`config.mk`:
```
export PLATFORM = sky130hd
export DESIGN_NAME = resp_array_parser_core
export DESIGN_NICKNAME = d
export VERILOG_FILES = /design/src/rtl/core/rap_pkg.sv /design/src/rtl/core/rap_num_unit.sv /design/src/rtl/core/rap_parser.sv /design/src/rtl/core/resp_array_parser_core.sv
export VERILOG_INCLUDE_DIRS = /design/src /design/src/rtl/core
export SDC_FILE = /design/constraint.sdc
export NUM_CORES = 1
export LEC_CHECK = 0
export CAP_MARGIN = 5
export CORE_ASPECT_RATIO = 0.75
export CORE_MARGIN = 5
export CORE_UTILIZATION = 45
export DETAILED_ROUTE_END_ITERATION = 10
export DONT_BUFFER_PORTS = 1
export PLACE_DENSITY_LB_ADDON = 0.08
export REMOVE_ABC_BUFFERS = 1
export SLEW_MARGIN = 10
export SYNTH_ARGS = -nofsm -noshare
export SYNTH_HDL_FRONTEND = slang
export SYNTH_SLANG_ARGS = --single-unit
export TNS_END_PERCENT = 5
```
`constraint.sdc`:
```
create_clock -name clk -period 4.76 [get_ports clk]
set_clock_uncertainty 0.05 [all_clocks]
set_input_delay 0.476 -clock clk [delete_from_list [all_inputs] [get_ports clk]]
set_output_delay 0.476 -clock clk [all_outputs]
set_load 0.005 [all_outputs]
```
`src/rtl/core/resp_array_parser_core_defines.svh`:
```
// ----------------------------------------------------------------------------
// resp_array_parser_core_defines.svh
// Assertion macros shared by the RESP array parser RTL.
// ----------------------------------------------------------------------------
`ifndef RESP_ARRAY_PARSER_CORE_DEFINES_SVH
`define RESP_ARRAY_PARSER_CORE_DEFINES_SVH

// Check that cons holds in the same cycle as ante
`define RAP_ASSERT_NOW(label, ante, cons, msg) \
    label: assert property (@(posedge clk) disable iff (!rst_n) (ante) |-> (cons)) \
        else $error(msg);

// Check that cons holds in the cycle after ante
`define RAP_ASSERT_NEXT(label, ante, cons, msg) \
    label: assert property (@(posedge clk) disable iff (!rst_n) (ante) |=> (cons)) \
        else $error(msg);

`endif

```
`src/rtl/core/rap_pkg.sv`:
```
// ----------------------------------------------------------------------------
// rap_pkg
// Types and constants shared by the RESP array parser modules.
// ----------------------------------------------------------------------------
package rap_pkg;

    // Default width of header numbers, sign bit included
    localparam int NUM_BITS_DEF = 32;

    // Width of the argument index on the result
    localparam int ARG_NUM_W = 32;

    // Framing characters
    localparam logic [7:0] CH_STAR   = 8'h2A;
    localparam logic [7:0] CH_DOLLAR = 8'h24;
    localparam logic [7:0] CH_NL     = 8'h0A;
    localparam logic [7:0] CH_MINUS  = 8'h2D;
    localparam logic [7:0] CH_ZERO   = 8'h30;
    localparam logic [7:0] CH_NINE   = 8'h39;

    // Digit history of the number being read
    typedef enum logic [1:0] {
        DIG_NONE = 2'd0,
        DIG_ZERO = 2'd1,
        DIG_MANY = 2'd2
    } digits_t;

    // Sign and digit history of a header number
    typedef struct packed {
        logic    negative;
        digits_t digits;
    } num_flags_t;

    // One input item
    typedef struct packed {
        logic [7:0] data_byte;
        logic       end_of_message;
    } in_item_t;

    // One result item
    typedef struct packed {
        logic                 arg_byte_valid;
        logic [7:0]           arg_byte;
        logic [ARG_NUM_W-1:0] arg_number;
        logic                 arg_done;
        logic                 message_done;
        logic                 parse_status;
    } out_item_t;

endpackage

```
`src/rtl/core/rap_num_unit.sv`:
```
// ----------------------------------------------------------------------------
// rap_num_unit
// Folds one character into a header number: sign, leading-zero and overflow
// checks, and the accumulate by ten.
// ----------------------------------------------------------------------------
module rap_num_unit #(
    parameter int NUM_BITS = rap_pkg::NUM_BITS_DEF
) (
    input  logic [7:0]            c,
    input  logic [NUM_BITS-2:0]   acc,
    input  rap_pkg::num_flags_t   flags,
    output logic                  ok,
    output logic [NUM_BITS-2:0]   acc_out,
    output rap_pkg::num_flags_t   flags_out
);
    import rap_pkg::*;

    localparam int AW = NUM_BITS - 1;
    localparam int PW = AW + 4;

    logic          is_digit;
    logic [PW-1:0] acc_w;
    logic [PW-1:0] prod;

    assign is_digit = (c >= CH_ZERO) && (c <= CH_NINE);
    assign acc_w    = PW'(acc);
    // acc * 10 + digit; any bit at AW or above means the limit is passed
    assign prod     = (acc_w << 3) + (acc_w << 1) + PW'(c[3:0]);

    // Apply one character
    always_comb
    begin
        ok        = 1'b1;
        acc_out   = acc;
        flags_out = flags;
        if (c == CH_MINUS)
        begin
            if (flags.digits != DIG_NONE || flags.negative)
                ok = 1'b0;
            else
                flags_out.negative = 1'b1;
        end
        else if (!is_digit)
        begin
            ok = 1'b0;
        end
        else if (flags.digits == DIG_ZERO)
        begin
            ok = 1'b0;
        end
        else if (c == CH_ZERO && flags.digits == DIG_NONE)
        begin
            if (flags.negative)
                ok = 1'b0;
            else
                flags_out.digits = DIG_ZERO;
        end
        else if (prod[PW-1:AW] != '0)
        begin
            ok = 1'b0;
        end
        else
        begin
            acc_out          = prod[AW-1:0];
            flags_out.digits = DIG_MANY;
        end
    end

endmodule

```
`src/rtl/core/rap_parser.sv`:
```
// ----------------------------------------------------------------------------
// rap_parser
// Parse state of the RESP array parser and the next-state logic that turns
// one input item into one result item.
// ----------------------------------------------------------------------------
module rap_parser #(
    parameter int NUM_BITS = rap_pkg::NUM_BITS_DEF
) (
    input  logic               clk,
    input  logic               rst_n,
    input  logic               advance,
    input  rap_pkg::in_item_t  item,
    output rap_pkg::out_item_t result
);
    import rap_pkg::*;

    localparam int AW = NUM_BITS - 1;

    typedef enum logic [2:0] {
        PH_STAR,
        PH_COUNT,
        PH_DOLLAR,
        PH_LEN,
        PH_PAYLOAD,
        PH_TRAILER,
        PH_END
    } phase_t;

    phase_t               phase_reg,      phase_next;
    logic [AW-1:0]        acc_reg,        acc_next;
    logic [7:0]           held_byte_reg,  held_byte_next;
    logic                 held_valid_reg, held_valid_next;
    num_flags_t           flags_reg,      flags_next;
    logic [AW-1:0]        elements_reg,   elements_next;
    logic [AW-1:0]        bytes_reg,      bytes_next;
    logic [ARG_NUM_W-1:0] cur_arg_reg,    cur_arg_next;
    logic                 error_reg,      error_next;

    logic          feed_ok;
    logic [AW-1:0] feed_acc;
    num_flags_t    feed_flags;
    logic [7:0]    c;
    logic          hdr_nl;
    logic          hdr_bad;

    assign c = item.data_byte;

    // Fold the held header byte into the number
    rap_num_unit #(
        .NUM_BITS (NUM_BITS)
    ) u_num (
        .c         (held_byte_reg),
        .acc       (acc_reg),
        .flags     (flags_reg),
        .ok        (feed_ok),
        .acc_out   (feed_acc),
        .flags_out (feed_flags)
    );

    // Header byte checks: the byte before the newline is never folded in
    assign hdr_nl  = (c == CH_NL);
    assign hdr_bad = hdr_nl ? (flags_reg.digits == DIG_NONE || flags_reg.negative)
                            : (held_valid_reg && !feed_ok);

    // Next state and result for one item
    always_comb
    begin
        phase_next      = phase_reg;
        acc_next        = acc_reg;
        held_byte_next  = held_byte_reg;
        held_valid_next = held_valid_reg;
        flags_next      = flags_reg;
        elements_next   = elements_reg;
        bytes_next      = bytes_reg;
        cur_arg_next    = cur_arg_reg;
        error_next      = error_reg;

        result              = '0;
        result.message_done = item.end_of_message;

        if (!error_reg)
        begin
            unique case (phase_reg) inside
                PH_STAR, PH_DOLLAR:
                begin
                    if (c == ((phase_reg == PH_STAR) ? CH_STAR : CH_DOLLAR))
                    begin
                        acc_next        = '0;
                        held_byte_next  = '0;
                        held_valid_next = 1'b0;
                        flags_next      = '0;
                        phase_next      = (phase_reg == PH_STAR) ? PH_COUNT : PH_LEN;
                    end
                    else
                    begin
                        error_next = 1'b1;
                    end
                end
                PH_COUNT, PH_LEN:
                begin
                    if (hdr_bad)
                    begin
                        error_next = 1'b1;
                    end
                    else if (hdr_nl)
                    begin
                        if (phase_reg == PH_COUNT)
                        begin
                            elements_next = acc_reg;
                            phase_next    = (acc_reg == '0) ? PH_END : PH_DOLLAR;
                        end
                        else if (acc_reg == '0)
                        begin
                            // Empty argument: done on the header newline
                            result.arg_done   = 1'b1;
                            result.arg_number = cur_arg_reg;
                            bytes_next        = AW'(2);
                            phase_next        = PH_TRAILER;
                        end
                        else
                        begin
                            bytes_next = acc_reg;
                            phase_next = PH_PAYLOAD;
                        end
                    end
                    else
                    begin
                        if (held_valid_reg)
                        begin
                            acc_next   = feed_acc;
                            flags_next = feed_flags;
                        end
                        held_byte_next  = c;
                        held_valid_next = 1'b1;
                    end
                end
                PH_PAYLOAD:
                begin
                    result.arg_byte_valid = 1'b1;
                    result.arg_byte       = c;
                    result.arg_number     = cur_arg_reg;
                    bytes_next            = bytes_reg - AW'(1);
                    if (bytes_reg == AW'(1))
                    begin
                        result.arg_done = 1'b1;
                        bytes_next      = AW'(2);
                        phase_next      = PH_TRAILER;
                    end
                end
                PH_TRAILER:
                begin
                    // Skip the trailer bytes unchecked
                    if (bytes_reg != '0)
                        bytes_next = bytes_reg - AW'(1);
                    if (bytes_reg <= AW'(1))
                    begin
                        cur_arg_next  = cur_arg_reg + ARG_NUM_W'(1);
                        elements_next = elements_reg - AW'(1);
                        phase_next    = (elements_reg == AW'(1)) ? PH_END : PH_DOLLAR;
                    end
                end
                PH_END:
                begin
                    // Trailing byte after a complete array
                    error_next = 1'b1;
                end
                default:
                begin
                    error_next = 1'b1;
                end
            endcase
        end

        // Report status on the last byte and start over
        if (item.end_of_message)
        begin
            result.parse_status = error_next || (phase_next != PH_END);
            phase_next      = PH_STAR;
            acc_next        = '0;
            held_byte_next  = '0;
            held_valid_next = 1'b0;
            flags_next      = '0;
            elements_next   = '0;
            bytes_next      = '0;
            cur_arg_next    = '0;
            error_next      = 1'b0;
        end
    end

    // Hold parse state; advance once per item
    always_ff @(posedge clk or negedge rst_n)
    begin
        if (!rst_n)
        begin
            phase_reg      <= PH_STAR;
            acc_reg        <= '0;
            held_byte_reg  <= '0;
            held_valid_reg <= 1'b0;
            flags_reg      <= '0;
            elements_reg   <= '0;
            bytes_reg      <= '0;
            cur_arg_reg    <= '0;
            error_reg      <= 1'b0;
        end
        else if (advance)
        begin
            phase_reg      <= phase_next;
            acc_reg        <= acc_next;
            held_byte_reg  <= held_byte_next;
            held_valid_reg <= held_valid_next;
            flags_reg      <= flags_next;
            elements_reg   <= elements_next;
            bytes_reg      <= bytes_next;
            cur_arg_reg    <= cur_arg_next;
            error_reg      <= error_next;
        end
    end

endmodule

```
`src/rtl/core/resp_array_parser_core.sv`:
```
// ----------------------------------------------------------------------------
// resp_array_parser_core
// Checks a RESP array of bulk strings byte by byte and passes out the
// payload bytes with their argument index.
// ----------------------------------------------------------------------------
// The parser takes one message byte per item and returns exactly one result
// item per input item, sustaining one item every clock cycle while the result
// side is ready. An accepted item is held in the input register, and the parse
// logic turns it into a result that is captured in the result register. The
// parse state updates once per byte; back-pressure on the result side stalls
// both registers. No clearing pass is needed after reset.
module resp_array_parser_core #(
    parameter int NUM_BITS = rap_pkg::NUM_BITS_DEF
) (
    input  logic               clk,
    input  logic               rst_n,
    input  logic               item_valid,
    output logic               item_ready,
    input  rap_pkg::in_item_t  item,
    output logic               result_valid,
    input  logic               result_ready,
    output rap_pkg::out_item_t result
);
    import rap_pkg::*;

    `include "resp_array_parser_core_defines.svh"

    logic      in_valid_reg;
    in_item_t  in_item_reg;
    logic      out_valid_reg;
    out_item_t out_item_reg;
    out_item_t step_result;
    logic      advance;

    // Move the held item on when the result register is free or draining
    assign advance    = in_valid_reg && (!out_valid_reg || result_ready);
    assign item_ready = !in_valid_reg || advance;

    rap_parser #(
        .NUM_BITS (NUM_BITS)
    ) u_parser (
        .clk     (clk),
        .rst_n   (rst_n),
        .advance (advance),
        .item    (in_item_reg),
        .result  (step_result)
    );

    // Input register
    always_ff @(posedge clk or negedge rst_n)
    begin
        if (!rst_n)
        begin
            in_valid_reg <= 1'b0;
        end
        else if (item_ready)
        begin
            in_valid_reg <= item_valid;
        end
    end

    always_ff @(posedge clk)
    begin
        if (item_valid && item_ready)
            in_item_reg <= item;
    end

    // Result register
    always_ff @(posedge clk or negedge rst_n)
    begin
        if (!rst_n)
        begin
            out_valid_reg <= 1'b0;
        end
        else if (advance)
        begin
            out_valid_reg <= 1'b1;
        end
        else if (result_ready)
        begin
            out_valid_reg <= 1'b0;
        end
    end

    always_ff @(posedge clk)
    begin
        if (advance)
            out_item_reg <= step_result;
    end

    assign result_valid = out_valid_reg;
    assign result       = out_item_reg;

    // Checks
    `RAP_ASSERT_NOW(a_status_only_at_end, result_valid && result.parse_status,
        result.message_done, "parse_status set without message_done")
    `RAP_ASSERT_NOW(a_byte_zero_when_idle, result_valid && !result.arg_byte_valid,
        result.arg_byte == 8'h00, "arg_byte nonzero without arg_byte_valid")
    `RAP_ASSERT_NOW(a_ready_when_empty, !out_valid_reg, item_ready,
        "input stalled while the result register is empty")
    `RAP_ASSERT_NEXT(a_hold_on_stall, in_valid_reg && out_valid_reg && !result_ready,
        in_valid_reg && $stable(in_item_reg), "held item lost during stall")

endmodule
```
; ---- Word level (Yosys, flattened, before mapping)
; Index checks and enable logic that the tools add are counted.
[classes]
n_addsub = 5
n_shift = 0
div = 0
bitwise = 1
mul = 0
eq_ne = 32
n_reduce_logical = 36
magnitude_cmp = 3
muxes = 95
[ops]
columns = op, n
row1 = 31-bit two-way mux, 25
row2 = 33-bit two-way mux, 4
row3 = 32-bit two-way mux, 4
row4 = 31-bit one-hot mux with 2 select lines, 2
row5 = 31-bit one-hot mux with 3 select lines, 1
row6 = 33-bit one-hot mux with 2 select lines, 1
row7 = "31-bit by 1-bit == test with 1-bit output, second input constant", 2
row8 = "31-bit by 1-bit subtractor with 31-bit output, second input constant", 2
row9 = 3-bit two-way mux, 16
row10 = 8-bit two-way mux, 5
row11 = "3-bit inequality test, second input constant", 13
row12 = 34-bit by 32-bit adder with 35-bit output, 1
row13 = 35-bit by 4-bit adder with 35-bit output, 1
row14 = "32-bit by 1-bit adder with 32-bit output, second input constant", 1
row15 = "31-bit by 1-bit less-or-equal comparator with 1-bit output, second input constant", 1
row16 = 31-bit zero test, 1
row17 = 31-bit nonzero test, 1
row18 = 12-bit AND reduction, 2
row19 = 1-bit two-way mux, 23
row20 = "8-bit by 6-bit == test with 1-bit output, second input constant", 2
row21 = 8-bit one-hot mux with 2 select lines, 1
row22 = 2-bit two-way mux, 7
row23 = 7-bit AND reduction, 2
row24 = "3-bit by 2-bit inequality test with 1-bit output, second input constant", 4
row25 = other kinds (29), 50
[word_totals]
latch_bits = 0
n_memories = 0
register_bits = 196
input_bits = 13
mem_bits_rw = 0
romBits = 0

; ---- Longest topological paths before layout
[logic_depth]
depth_word = 16
mapped_depth = 14
mapped_depth_nobuf = 13

; ---- Hierarchy
; A second synthesis with hierarchy kept.
[hier_totals]
hier_cells = 1409
hier_area_um2 = 13006.2
[by_module_without_submodules]
columns = module, instances, area_each_um2, cells_per_inst
row1 = rap_parser, 1, 8529.4, 1013
row2 = rap_num_unit, 1, 2781.4, 335
row3 = resp_array_parser_core, 1, 1695.4, 61

; ---- Least setup slack after synthesis
; OpenSTA, ideal clock, no wires.
[synth_path]
path_type = register to register
from = reg u_parser.acc_reg[0]
to = reg u_parser.acc_reg[10]
slack_ns = 0.946
path_stages_with_launch = 14
required_ns = 4.585
arrival_ns = 3.639
setup_ns = 0.125
synth_period_minus_slack_ns = 3.814
n_path_buf = 1
cell_sequence = dfrtp_1 -> inv_1 -> fa_1 -> fa_1 -> nand2b_1 -> a21oi_2 -> o21ai_1 -> o41a_1 -> o31a_1 -> o2111ai_4 -> a211oi_4 -> o21a_4 -> buf_12 -> mux2_4
[synth_via]
elab_chain_cells = 13
elab_cells_between_ends = 25
cone_classes = add/sub (2) / eq/ne (2) / mux (17) / reduce/logical (4)
[synth_rtl]
columns = element, line
row1 = start: declaration, rap_parser.sv:30  ; logic [AW-1:0] acc_reg, acc_next;
row2 = start signal: assignment, rap_parser.sv:208  ; acc_reg <= acc_next;
row3 = 34-bit by 32-bit adder with 35-bit output *, rap_num_unit.sv:28  ; assign prod = (acc_w << 3) + (acc_w << 1) + PW'(c[3:0]);
row4 = 35-bit by 4-bit adder with 35-bit output *, rap_num_unit.sv:28
row5 = 4-bit nonzero test or 31-bit two-way mux (tied branches), rap_num_unit.sv:58  ; else if (prod[PW-1:AW] != '0)
row6 = 1-bit two-way mux or 31-bit two-way mux (tied branches), "rap_num_unit.sv:58, rap_num_unit.sv:51"
row7 = 1-bit two-way mux or 31-bit two-way mux (tied branches), "rap_num_unit.sv:51, rap_num_unit.sv:47"
row8 = 1-bit two-way mux or 31-bit two-way mux (tied branches), "rap_num_unit.sv:47, rap_num_unit.sv:43"
row9 = 1-bit two-way mux or 31-bit two-way mux (tied branches), "rap_num_unit.sv:43, rap_num_unit.sv:36"
row10 = 1-bit two-way mux or 31-bit two-way mux (tied branches), "rap_num_unit.sv:36, rap_parser.sv:128"
row11 = 1-bit zero test or 31-bit two-way mux (tied branches), "rap_parser.sv:63, rap_parser.sv:105"
row12 = 1-bit logical AND or 31-bit two-way mux (tied branches), "rap_parser.sv:63, rap_parser.sv:101"
row13 = 1-bit two-way mux or 31-bit one-hot mux with 2 select lines (tied branches), "rap_parser.sv:62, rap_parser.sv:83"
row14 = 3-bit inequality test (no line) or 31-bit two-way mux (tied branches), --
row15 = 12-bit AND reduction (no line) or 31-bit two-way mux (tied branches), --
; Mark *: on every way between the ends. The rest lies on a longest branch, timed or not. The select of a mux whose other input is x is not followed.
; A chain may end at the register's enable or synchronous reset.

; ---- Worst setup path in the final report
[layout_path]
from = reg u_parser.acc_reg[0]
to = reg u_parser.acc_reg[3]
; Same word-level chain as after synthesis.

==> flow_summary.yaml <==
timing:
  setup_tns_ns: 0
  drv_slew: 0
  layout_min_cycle_time_ns: 4.495
  tightest_slew_ns: 1.120
  slew_headroom_pct: 25.25
  holdWs_ns: -0.09671
  setup_viol: 0
  fmax_mhz: 222.5
  fin_crit_sh_pct: 94.43
  rsz0062_at_grt: "false"
  hold_violations: 22
cells_and_area:
  largest_reg_flops: 44
  multi_input_area_um2: 7012
  nets: 1433
  seqCellArea_um2: 5170
  n_fill_cell: 2689
  antennaDiodeCount: 0
  drive_gt1_share_pct: 9.084
  area_growth_pct: 7.856
synthesis:
  syn_inst: 1373
  syn_area_per_cell_um2: 9.234
  yosysWarnings: 0
  yosysMostFrequentCell: "nor2_1"
  ys.flop_type: "dfrtp_1"
  async_flop_share_pct: 72.96
  synth_common_cells: "152 x nor2_1, 143 x dfrtp_1, 98 x nand2_1"
  synth_edf_count: 53
  yosysTopAreaCellShare_pct: 28.22
  yosysTopAreaCell: "dfrtp_1"
  seq_area_frac_synth_pct: 40.78
  synth.area.top_cells: "dfrtp_1 28%, edfxtp_1 13%, ha_1 6.5%"
  ys_types: 86
  syn_area_um2: 12680
  ys_ff_latch: 196
worst_setup_path:
  regToRegStartpoint: "u_parser.acc_reg[0]"
  worstPathArrival_ns: 4.78
  startpoint: "u_parser.acc_reg[0]"
  startpoint_type: "flip-flop"
  crit_path_max_fanout: 32
  worst_setup_path_end_kind: "flip-flop"
  critPathKind: "flip-flop to flip-flop"
  worstPathRequired_ns: 5.05
power:
  switchingPower_mw: 1.493
  switching_share_pct: 33.75
  p_int_mw: 2.931
  combPwrFrac_pct: 21.8
  power.density_nw_per_um2: 323.6
  peakVddDrop_v: 0.0002404
  seqPwrFrac_pct: 44.0
  clockPowerShare_pct: 34.2
  total_power_mw: 4.424
  p_leak_nw: 5.693
cts:
  clk_latency_ns: 0.46
  clkTransAtPathRegs_ns: 0.08
  cts_made_buffers: 17
  cts_max_level: 4
  cts-root-buf: "clkbuf_16"
  post_cts_buffers: 0
  cts_tree: "done"
  cts_sinks: 196
  cts.path.max_buffers: 2
route:
  dr_total_vias: 10570
  via_per_inst: 6.042
  drcViolationCount: 0
  drt_iter0_drc: 1016
  finalWirelength_um: 35950
  drtAntennaViolNets: 0
  wl_per_cell_um: 20.55
  first_pass_iters: 5
flow_run:
  maxCapViolCount: 0
run_status:
  violations: "hold timing"
  status: "complete, but fails checks"
placed_design:
  port_buffers: 0
  gp_congestion: 0.9060
  dp_hpwl_um: 25530
floorplanning:
  die-area_um2: 31670
  start_util_pct: 45.41
  row_count: 53
  core_area_um2: 27920
  dieHeight_um: 155.4
  io_pins: 59
  fp.dieW_um: 203.8
grt:
  antenna_found_initial: 0
  grt-ovfl-total: 0
  grt_use_total_pct: 22.72
  grt_first_pass_wirelength_um: 57150
  grt_max_degree: 144
  grt_pass1_vias: 9820
worst_hold_path:
  hp-class: "input port to asynchronous set/reset pin"
power groups by stage:
| stage | clock network [mW] | registers (mW) | logic, mW |
|---|---|---|---|
| floorplan | 0 | 1.95 | 0.679 |
| global placement | 0 | 1.98 | 0.929 |
| detailed placement | 0 | 1.98 | 0.924 |
| CTS | 1.55 | 1.94 | 0.961 |
| global route | 1.62 | 1.96 | 1.07 |
| finish | 1.51 | 1.95 | 0.967 |
routing by layer:
metal  wire [µm]  track usage, %  share of wire [%]  up-vias
met5           0               0                  0        -
met4         325           4.366               0.90        0
met3        2360           4.334                6.6       23
met2       14180           30.16                 39      303
met1       19090           37.74                 53     5204
li1            -               -                  -     5044
placed cells by master (no fill, tap or decap), drive strengths merged, types with 7 or more instances in the layout:
| cell | count |
|---|---|
| o21ai | 125 |
| and2 | 45 |
| a32o | 8 |
| nand4 | 23 |
| nand2 | 98 |
| ha | 66 |
| nand2b | 16 |
| edfxtp | 53 |
| nor2 | 153 |
| a21oi | 95 |
| clkbuf | 17 |
| o2111ai | 7 |
| o211ai | 8 |
| a21o | 13 |
| a22oi | 17 |
| nor3 | 57 |
| xnor2 | 23 |
| dfrtp | 143 |
| o31ai | 22 |
| buf | 29 |
| inv | 53 |
| xor2 | 32 |
| nor4 | 43 |
| o311ai | 8 |
| o21a | 7 |
| and3 | 17 |
| nand3 | 36 |
| a31oi | 11 |
| or3 | 12 |
| mux2 | 28 |
| a211oi | 9 |
repair_timing:
action	4_1_cts	5_1_grt
resized for setup	0	0
hold buffers	1	0
endpoints found under the hold margin	143	0
cell type report:
type	count	area share (%)
sequential	196	37.81
tap	385	3.523
multi-input combinational	1064	51.28
timing repair buffer	29	1.738
clock inverter	15	1.336
clock buffer	17	3.111
inverter	44	1.208
cells by family after synthesis:
logic type                 share of synthesized area (%)
buffers and inverters                              4.007
muxes                                              3.671
and+or+nand+nor                                    21.36
xor gates and xnor gates                           3.799
adders and majority gates                          6.829
DFF                                                40.78
AOI/OAI and AO/OA                                  19.56
through the flow:
stage,setup slack [ns],std cells,area (µm²),hold WS [ns],utilization [%]
final,0.2651,1750,13670,-0.09671,48.98
after floorplan,0.5665,1304,12340,0.1304,-
after detailed placement,0.2882,1717,13040,0.1380,46.70
after global routing,0.02538,1750,13670,0.009522,48.98
after global placement,0.3982,1717,13040,0.1395,46.70
after CTS,0.2682,1750,13670,0.01837,48.98
path summary, 6_finish.rpt:
check	end	slack (ns)	cells past startpoint
min	u_parser.bytes_reg[26]	-0.1	1
min reg2reg	result_valid	0.46	1
min in group clk	in_item_reg[7]	0.06	0
max in group asynchronous	u_parser.held_valid_reg	4.05	1
max	u_parser.acc_reg[3]	0.27	13
max reg2reg	u_parser.acc_reg[3]	0.27	13
critical path: stages (launching register included):
cell and delay (ns):
dfrtp_1 0.47, inv_1 0.11, fa_1 0.57, inv_1 0.06, ha_1 0.27, a21o_1 0.12, nand4_1 0.15, a211o_1 0.39
a21o_1 0.21, nor4_1 0.35, o21ai_2 0.15, a211oi_4 0.48, o21a_4 0.57, mux2_2 0.41
No activity file was read; power rests on OpenSTA's default activity.
